**src/rtl/esc_pkg.sv**
```systemverilog
// Shared constants and helpers for the epoch-seconds to calendar converter.
// Used by every module of the block; depends on nothing else.
`default_nettype none

package esc_pkg;

    // Field widths.
    localparam int SECS_W     = 31;
    localparam int DAYS_W     = 15;
    localparam int TOD_W      = 17;
    localparam int HOUR_W     = 5;
    localparam int MIN_W      = 6;
    localparam int SEC_W      = 6;
    localparam int DAY_W      = 5;
    localparam int MONTH_W    = 4;
    localparam int YEAR_W     = 11;
    localparam int DOY_W      = 9;

    // Registers from the input register to the result register, inclusive.
    localparam int PIPE_DEPTH = 8;

    // 86400 = 128 * 675. The day count is (secs >> 7) / 675, estimated with
    // floor(2^33 / 675) and corrected by one compare and subtract.
    localparam logic [23:0] DAY_RECIP      = 24'd12725829;
    localparam logic [9:0]  DAY_UNITS      = 10'd675;

    // 3600 = 16 * 225. ceil(2^24 / 225) is exact for (tod >> 4) < 5400.
    localparam logic [16:0] HOUR_RECIP     = 17'd74566;
    localparam logic [11:0] SECS_PER_HOUR  = 12'd3600;

    // 60 = 4 * 15. ceil(2^14 / 15) is exact for (rem >> 2) < 900.
    localparam logic [10:0] MIN_RECIP      = 11'd1093;
    localparam logic [5:0]  SECS_PER_MIN   = 6'd60;

    // Four-year cycles counted from 1969-01-01. ceil(2^25 / 1461) is exact
    // for every shifted day count this block can see.
    localparam logic [14:0] CYCLE_RECIP    = 15'd22967;
    localparam logic [10:0] DAYS_PER_CYCLE = 11'd1461;
    localparam logic [8:0]  DAYS_PER_YEAR  = 9'd365;
    localparam logic [10:0] BASE_YEAR      = 11'd1969;

    // First day of each month (0-based day of year) in a common year.
    localparam logic [DOY_W-1:0] MONTH_START [12] = '{
        9'd0,   9'd31,  9'd59,  9'd90,  9'd120, 9'd151,
        9'd181, 9'd212, 9'd243, 9'd273, 9'd304, 9'd334
    };

    // First day of month idx (0 = January), one later from March on in a leap year.
    function automatic logic [DOY_W-1:0] month_start(input logic [3:0] idx,
                                                     input logic leap);
        logic [DOY_W-1:0] base;
        base = MONTH_START[idx];
        if (leap && idx >= 4'd2) begin
            base = base + 9'd1;
        end
        return base;
    endfunction

endpackage

`default_nettype wire

```
**src/rtl/esc_time_split.sv**
```systemverilog
// Time-of-day datapath: splits seconds into whole days, hour, minute, second.
// Depends on esc_pkg. Days leave after two stages, the time fields after seven.
`default_nettype none

module esc_time_split import esc_pkg::*; (
    input  logic              i_clk,
    input  logic [SECS_W-1:0] i_secs,
    output logic [DAYS_W-1:0] o_days,
    output logic [HOUR_W-1:0] o_hour,
    output logic [MIN_W-1:0]  o_minute,
    output logic [SEC_W-1:0]  o_second
);

    // Stage 1: day count estimate.
    logic [47:0]        n_day_prod;
    logic [DAYS_W-1:0]  r_day_est;
    logic [SECS_W-1:0]  r_secs1;

    // Stage 2: correction and time of day.
    logic [23:0]        n_day_base;
    logic [23:0]        n_rem_full;
    logic               n_day_fix;
    logic [9:0]         n_rem_lo;
    logic [DAYS_W-1:0]  r_days;
    logic [TOD_W-1:0]   r_tod;

    // Stages 3 to 7.
    logic [29:0]        n_hour_prod;
    logic [HOUR_W-1:0]  r_hour3, r_hour4, r_hour5, r_hour6, r_hour7;
    logic [TOD_W-1:0]   r_tod3;
    logic [16:0]        n_hour_base;
    logic [16:0]        n_remh_full;
    logic [11:0]        r_remh4, r_remh5;
    logic [20:0]        n_min_prod;
    logic [MIN_W-1:0]   r_min5, r_min6, r_min7;
    logic [11:0]        n_min_base;
    logic [11:0]        n_sec_full;
    logic [SEC_W-1:0]   r_sec6, r_sec7;

    assign n_day_prod  = 48'(i_secs[30:7]) * 48'(DAY_RECIP);

    assign n_day_base  = 24'(r_day_est) * 24'(DAY_UNITS);
    assign n_rem_full  = r_secs1[30:7] - n_day_base;
    // The estimate is low by at most one day.
    assign n_day_fix   = (n_rem_full[10:0] >= {1'b0, DAY_UNITS});
    assign n_rem_lo    = n_day_fix ? (n_rem_full[9:0] - DAY_UNITS) : n_rem_full[9:0];

    assign n_hour_prod = 30'(r_tod[16:4]) * 30'(HOUR_RECIP);
    assign n_hour_base = 17'(r_hour3) * 17'(SECS_PER_HOUR);
    assign n_remh_full = r_tod3 - n_hour_base;
    assign n_min_prod  = 21'(r_remh4[11:2]) * 21'(MIN_RECIP);
    assign n_min_base  = 12'(r_min5) * 12'(SECS_PER_MIN);
    assign n_sec_full  = r_remh5 - n_min_base;

    always_ff @(posedge i_clk) begin
        r_day_est <= n_day_prod[47:33];
        r_secs1   <= i_secs;

        r_days    <= r_day_est + DAYS_W'(n_day_fix);
        r_tod     <= {n_rem_lo, r_secs1[6:0]};

        r_hour3   <= n_hour_prod[28:24];
        r_tod3    <= r_tod;

        r_remh4   <= n_remh_full[11:0];
        r_hour4   <= r_hour3;

        r_min5    <= n_min_prod[19:14];
        r_remh5   <= r_remh4;
        r_hour5   <= r_hour4;

        r_sec6    <= n_sec_full[5:0];
        r_min6    <= r_min5;
        r_hour6   <= r_hour5;

        r_sec7    <= r_sec6;
        r_min7    <= r_min6;
        r_hour7   <= r_hour6;
    end

    assign o_days   = r_days;
    assign o_hour   = r_hour7;
    assign o_minute = r_min7;
    assign o_second = r_sec7;

endmodule

`default_nettype wire

```
**src/rtl/esc_date_split.sv**
```systemverilog
// Date datapath: turns a day count since 1970-01-01 into year, month and day.
// Depends on esc_pkg. Takes the stage-two day count, delivers at stage seven.
`default_nettype none

module esc_date_split import esc_pkg::*; (
    input  logic               i_clk,
    input  logic [DAYS_W-1:0]  i_days,
    output logic [YEAR_W-1:0]  o_year,
    output logic [MONTH_W-1:0] o_month,
    output logic [DAY_W-1:0]   o_day
);

    // Within 1970..2038 the only century year is 2000, which is a leap year,
    // so every fourth year from 1972 is a leap year. Days are counted from
    // 1969-01-01 so that each four-year cycle ends with its leap year.
    logic [DAYS_W-1:0]  n_shift;
    logic [29:0]        n_cyc_prod;
    logic [4:0]         r_cyc3, r_cyc4, r_cyc5;
    logic [DAYS_W-1:0]  r_shift3;
    logic [14:0]        n_cyc_base;
    logic [14:0]        n_rc_full;
    logic [10:0]        r_rc4;
    logic [1:0]         n_yc;
    logic [10:0]        n_yr_base;
    logic [10:0]        n_doy_full;
    logic [DOY_W-1:0]   r_doy5, r_doy6;
    logic               r_leap5;
    logic [1:0]         r_yc5;
    logic [3:0]         n_month_idx;
    logic [DOY_W-1:0]   n_mstart;
    logic [MONTH_W-1:0] r_month6, r_month7;
    logic [DOY_W-1:0]   r_mstart6;
    logic [YEAR_W-1:0]  r_year6, r_year7;
    logic [DOY_W-1:0]   n_day_full;
    logic [DAY_W-1:0]   r_day7;

    assign n_shift    = i_days + DAYS_W'(DAYS_PER_YEAR);
    assign n_cyc_prod = 30'(n_shift) * 30'(CYCLE_RECIP);
    assign n_cyc_base = 15'(r_cyc3) * 15'(DAYS_PER_CYCLE);
    assign n_rc_full  = r_shift3 - n_cyc_base;

    always_comb begin
        if (r_rc4 >= 11'(3 * DAYS_PER_YEAR)) begin
            n_yc = 2'd3;
        end else if (r_rc4 >= 11'(2 * DAYS_PER_YEAR)) begin
            n_yc = 2'd2;
        end else if (r_rc4 >= 11'(DAYS_PER_YEAR)) begin
            n_yc = 2'd1;
        end else begin
            n_yc = 2'd0;
        end
        case (n_yc)
            2'd0:    n_yr_base = '0;
            2'd1:    n_yr_base = 11'(DAYS_PER_YEAR);
            2'd2:    n_yr_base = 11'(2 * DAYS_PER_YEAR);
            default: n_yr_base = 11'(3 * DAYS_PER_YEAR);
        endcase
        n_doy_full = r_rc4 - n_yr_base;
    end

    // The month is the last one whose first day is not after the day of year.
    always_comb begin
        n_month_idx = '0;
        n_mstart    = '0;
        for (int m = 0; m < 12; m++) begin
            if (r_doy5 >= month_start(4'(m), r_leap5)) begin
                n_month_idx = 4'(m);
                n_mstart    = month_start(4'(m), r_leap5);
            end
        end
    end

    assign n_day_full = r_doy6 - r_mstart6 + 9'd1;

    always_ff @(posedge i_clk) begin
        r_cyc3    <= n_cyc_prod[29:25];
        r_shift3  <= n_shift;

        r_rc4     <= n_rc_full[10:0];
        r_cyc4    <= r_cyc3;

        r_doy5    <= n_doy_full[8:0];
        r_leap5   <= (n_yc == 2'd3);
        r_yc5     <= n_yc;
        r_cyc5    <= r_cyc4;

        r_month6  <= n_month_idx + 4'd1;
        r_mstart6 <= n_mstart;
        r_doy6    <= r_doy5;
        r_year6   <= BASE_YEAR + YEAR_W'({r_cyc5, 2'b00}) + YEAR_W'(r_yc5);

        r_day7    <= n_day_full[4:0];
        r_month7  <= r_month6;
        r_year7   <= r_year6;
    end

    assign o_year  = r_year7;
    assign o_month = r_month7;
    assign o_day   = r_day7;

endmodule

`default_nettype wire

```
**src/rtl/epoch_seconds_to_calendar.sv**
```systemverilog
// Top level of the epoch-seconds to calendar converter.
// Depends on esc_pkg, esc_time_split and esc_date_split.
//
//   channel   handshake          payload
//   input     start / busy       i_epoch_seconds
//   result    o_valid (strobe)   o_hour_of_day, o_minute_of_hour, o_second_of_minute,
//                                o_day_of_month, o_month_number, o_year_number
//
// One item is taken every cycle; busy is always low.
// The result strobe is a valid bit shifted along beside the item, so it rises together
// with the result; the depth is set by the pipelined reciprocal multiplies for the
// day, hour, minute and four-year cycle splits.
// Reset clears the valid bits of the pipeline, so items in flight are dropped.
// The receiver cannot stall; results are shown for exactly one cycle.
`default_nettype none

module epoch_seconds_to_calendar import esc_pkg::*; (
    input  logic               i_clk,
    input  logic               i_rst_n,
    input  logic               start,
    output logic               busy,
    input  logic [SECS_W-1:0]  i_epoch_seconds,
    output logic               o_valid,
    output logic [HOUR_W-1:0]  o_hour_of_day,
    output logic [MIN_W-1:0]   o_minute_of_hour,
    output logic [SEC_W-1:0]   o_second_of_minute,
    output logic [DAY_W-1:0]   o_day_of_month,
    output logic [MONTH_W-1:0] o_month_number,
    output logic [YEAR_W-1:0]  o_year_number
);

    logic                  n_accept;
    logic [PIPE_DEPTH-1:0] r_vld;
    logic [PIPE_DEPTH-1:0] n_vld;
    logic [SECS_W-1:0]     r_secs;
    logic [DAYS_W-1:0]     w_days;

    assign busy     = 1'b0;
    assign n_accept = start && !busy;
    assign n_vld    = {r_vld[PIPE_DEPTH-2:0], n_accept};

    always_ff @(posedge i_clk) begin
        if (!i_rst_n) begin
            r_vld <= '0;
        end else begin
            r_vld <= n_vld;
        end
    end

    always_ff @(posedge i_clk) begin
        if (n_accept) begin
            r_secs <= i_epoch_seconds;
        end
    end

    esc_time_split u_time (
        .i_clk    (i_clk),
        .i_secs   (r_secs),
        .o_days   (w_days),
        .o_hour   (o_hour_of_day),
        .o_minute (o_minute_of_hour),
        .o_second (o_second_of_minute)
    );

    esc_date_split u_date (
        .i_clk   (i_clk),
        .i_days  (w_days),
        .o_year  (o_year_number),
        .o_month (o_month_number),
        .o_day   (o_day_of_month)
    );

    assign o_valid = r_vld[PIPE_DEPTH-1];

endmodule

`default_nettype wire

```
**config.mk**
```make
export PLATFORM = sky130hd
export DESIGN_NAME = epoch_seconds_to_calendar
export DESIGN_NICKNAME = d
export VERILOG_FILES = /design/src/rtl/esc_pkg.sv /design/src/rtl/esc_time_split.sv /design/src/rtl/esc_date_split.sv /design/src/rtl/epoch_seconds_to_calendar.sv
export SDC_FILE = /design/constraint.sdc
export NUM_CORES = 1
export LEC_CHECK = 0
export ABC_AREA = 1
export BUFFER_PORTS_ARGS = -buffer_cell sky130_fd_sc_hd__buf_2
export CAP_MARGIN = 10
export CORE_MARGIN = 4
export CORE_UTILIZATION = 45
export DETAILED_ROUTE_END_ITERATION = 12
export GPL_TIMING_DRIVEN = 0
export PLACE_DENSITY = 0.72
export SETUP_SLACK_MARGIN = 0.3
export SLEW_MARGIN = 10
export SYNTH_ARGS = -nofsm -noshare
export SYNTH_HDL_FRONTEND = slang
export SYNTH_SLANG_ARGS = --single-unit
```
**constraint.sdc**
```tcl
create_clock -name i_clk -period 9.15 [get_ports i_clk]
set_clock_uncertainty 0.1 [all_clocks]
set_input_delay 0.4575 -clock i_clk [delete_from_list [all_inputs] [get_ports i_clk]]
set_output_delay 0.4575 -clock i_clk [all_outputs]
set_load 0.05 [all_outputs]
```
==> reports/results.txt <==
Fraction of layout cells with a size suffix above 1: 0.04426
CP endpoint kind: flip-flop
Worst-Margin Slew: 1.156 ns
GPL Wtd Cong: 0.9297
Period utilisation layout: 0.7779
Crit-path max FO: 7
Worst EP arrival: 7.50 ns
Critical path's most frequent cell: nand2_1
Vias: 20360
TNS Setup: 0 ns
Initial core utilization: 0.4555
Worst-case reg-to-reg path depth: 30
Critical Path RT: 9.54 ns
Antenna violations before repair: 0
WL final: 57820 um
Status: complete, no violations
Core area: 0.06458 mm^2
Dpl hpwl: 48890 um
CTS tree: yes
CTS max path bufs: 3
Critical Path Start Type: flip-flop
CTS Buf Count: 29
Final Net Count: 4365
Setup Buffers After CTS: 0
Worst Hold Class: in2reg
Max Clk Rate: 140.5 MHz
Post-synth top area cell: ha_1
Max Transition Viols Final: 0
Post-route ant nets: 0
Crit path time final: 7.118 ns
DR vias/cell: 4.795
Syn_area_per_cell: 9.091 um^2
Synth cell count leaders: inv_1 (816), ha_1 (656), nand2_1 (395)
Die Wd: 263.7 um
Clock Latency Late Sink: 0.59 ns
Reg2reg setup slack: 2.03 ns
Total congestion overflow: 0
Total GRT Usage: 0.1713
Synth Flop Type: dfxtp_1
RSZ-0062 raised after global routing: no
Layout area overhead: 9.259%
DRC viols: 0
Mapped Area: 0.02942 mm^2
Largest net degree at the start of global routing: 33
Worst-path clk slew: 0.06 ns
Hold Worst Slack: 0.1090 ns
FF+latch count, synth: 283
Final setup fails: 0
Htree depth: 1
Top post-synthesis cells by area: ha_1 (28%), fa_1 (21%), dfxtp_1 (17%)
DRT iter0 DRCs: 796
Worst slew margin: 0.2269
Min-Delay Path Depth: 3
Yosys top cell area share: 0.2790
Num ports: 73
Vias in the first global route: 21330
Root Driver: clkbuf_16
First-pass GRT wire length: 100100 um
WL/cell: 13.62 um
Hold EP: r_vld[3]$_SDFF_PN0_
Row count: 93
Largest stage delay, worst path: 0.69 ns
IO Port Bufs: 70
Hold Crit Start: i_rst_n
RR Startpoint: u_time.o_days[0]$_DFF_P_
Seq/Total Area, Yosys: 0.2031
Setup CP Type: reg2reg
Vert. Die Dim: 263.7 um
Full die area: 0.06952 mm^2
Asr flop ratio synth: 0
Post-synth EDFFs: 31
Max-Cap Viols: 0
Synth Instances: 3236
Synth Net Count: 4233
Final hold violations: 0
Critical-path top delay cell: xor2_1
CTS Sinks: 283
Synth cell types: 51
Warnings, synthesis: 0
Top-count cell post-synth: inv_1
Drt pass-1 iters: 7
Reg-to-reg endpoint: u_date.r_cyc3[2]$_DFF_P_
==> worst max-delay path by stage <==
| stage | from | end | slack, ns | cells after the start |
|---|---|---|---|---|
| 2_1_floorplan | u_time.o_days[0]$_DFF_P_ | u_date.r_cyc3[0]$_DFF_P_ | 2.73 | 30 |
| 3_3_place_gp | u_time.o_days[0]$_DFF_P_ | u_date.r_cyc3[2]$_DFF_P_ | 2.05 | 30 |
| 3_5_place_dp | u_time.o_days[0]$_DFF_P_ | u_date.r_cyc3[0]$_DFF_P_ | 2.05 | 30 |
| 4_1_cts | u_time.o_days[0]$_DFF_P_ | u_date.r_cyc3[0]$_DFF_P_ | 2.02 | 30 |
| 5_1_grt | u_time.o_days[0]$_DFF_P_ | u_date.r_cyc3[0]$_DFF_P_ | 1.38 | 30 |
| 6_report | u_time.o_days[0]$_DFF_P_ | u_date.r_cyc3[2]$_DFF_P_ | 2.03 | 30 |
==> per-layer routing <==
metal / GRT usage / part of all wire
met5: 0 / 0
met4: 0.04249 / 0.028
met3: 0.01788 / 0.032
met2: 0.3061 / 0.49
met1: 0.2232 / 0.45
==> kinds of logic after synthesis <==
family | share of synthesized area
AND/OR/NAND/NOR | 0.1041
buffers and inverters | 0.1074
AO/OA/AOI/OAI | 0.05657
XOR/XNOR | 0.04070
flip-flops | 0.2031
other | 0.0001275
adder cells (fa/ha/maj) | 0.4879
==> through the flow <==
stage / instances / area [um^2] / setup WS (ns) / util
after detailed placement: 4161 / 30840 / 2.052 / 0.4775
after floorplan: 3236 / 29420 / 2.731 / -
final: 4245 / 32140 / 2.032 / 0.4977
after global routing: 4244 / 32140 / 1.385 / 0.4976
after global placement: 4161 / 30840 / 2.048 / 0.4775
after CTS: 4244 / 32130 / 2.020 / 0.4975
==> layout by cell type (no fill, tap or decap), types with 10 or more instances in the layout <==
cell type / n
inv_1: 816
edfxtp_1: 31
a31oi_1: 13
dfxtp_1: 252
nand3_1: 92
o21ai_0: 79
a21oi_1: 141
buf_2: 72
fa_1: 307
xor2_1: 94
nor2_1: 148
nand4_1: 25
xnor2_1: 38
nor3_1: 28
nor4_1: 10
a21o_1: 15
ha_1: 656
nand2_1: 395
clkbuf_16: 29
dlygate4sd3_1: 31
==> critical path, delay by kind of cell, from the launching register on <==
kind	cells	cell delay [ns]
AO/OA/AOI/OAI	5	0.96
XOR/XNOR	1	0.69
adder cells (fa/ha/maj)	7	3.26
buffers and inverters	6	0.49
flip-flops	1	0.39
AND/OR/NAND/NOR	11	1.10
==> timing repair <==
action                    4_1_cts  5_1_grt
gates resized for setup         0        0
hold buffers                   31        0
hold endpoints to repair       31        0
==> cell type report <==
| type | instances | area, um^2 |
|---|---|---|
| multi-input cells | 2122 | 20290 |
| fillers | 6001 | 32440 |
| flip-flops and latches | 283 | 5976 |
| plain buffers | 7 | 51.30 |
| inverters | 824 | 3108 |
| clock inverters | 9 | 125.1 |
| clock buffers | 43 | 858.3 |
| repair buffers | 101 | 660.6 |
| well taps | 855 | 1070 |
| diodes | 1 | 2.502 |
==> sequential cells by signal (all words and copies together) (netlist names), 9 cells and up <==
register,count
u_time.r_tod3,12
u_time.r_secs1,18
u_date.o_year,11
u_time.o_days,15
u_time.r_day_est,15
u_date.r_year6,11
u_date.r_shift3,11
u_time.r_tod,17
u_date.r_rc4,11
u_time.r_remh4,12
r_secs,31
u_date.r_doy5,9
Power is left out: the tool's default activity adds up to more than one toggle a clock period on the data nets, which glitch-free logic cannot reach.
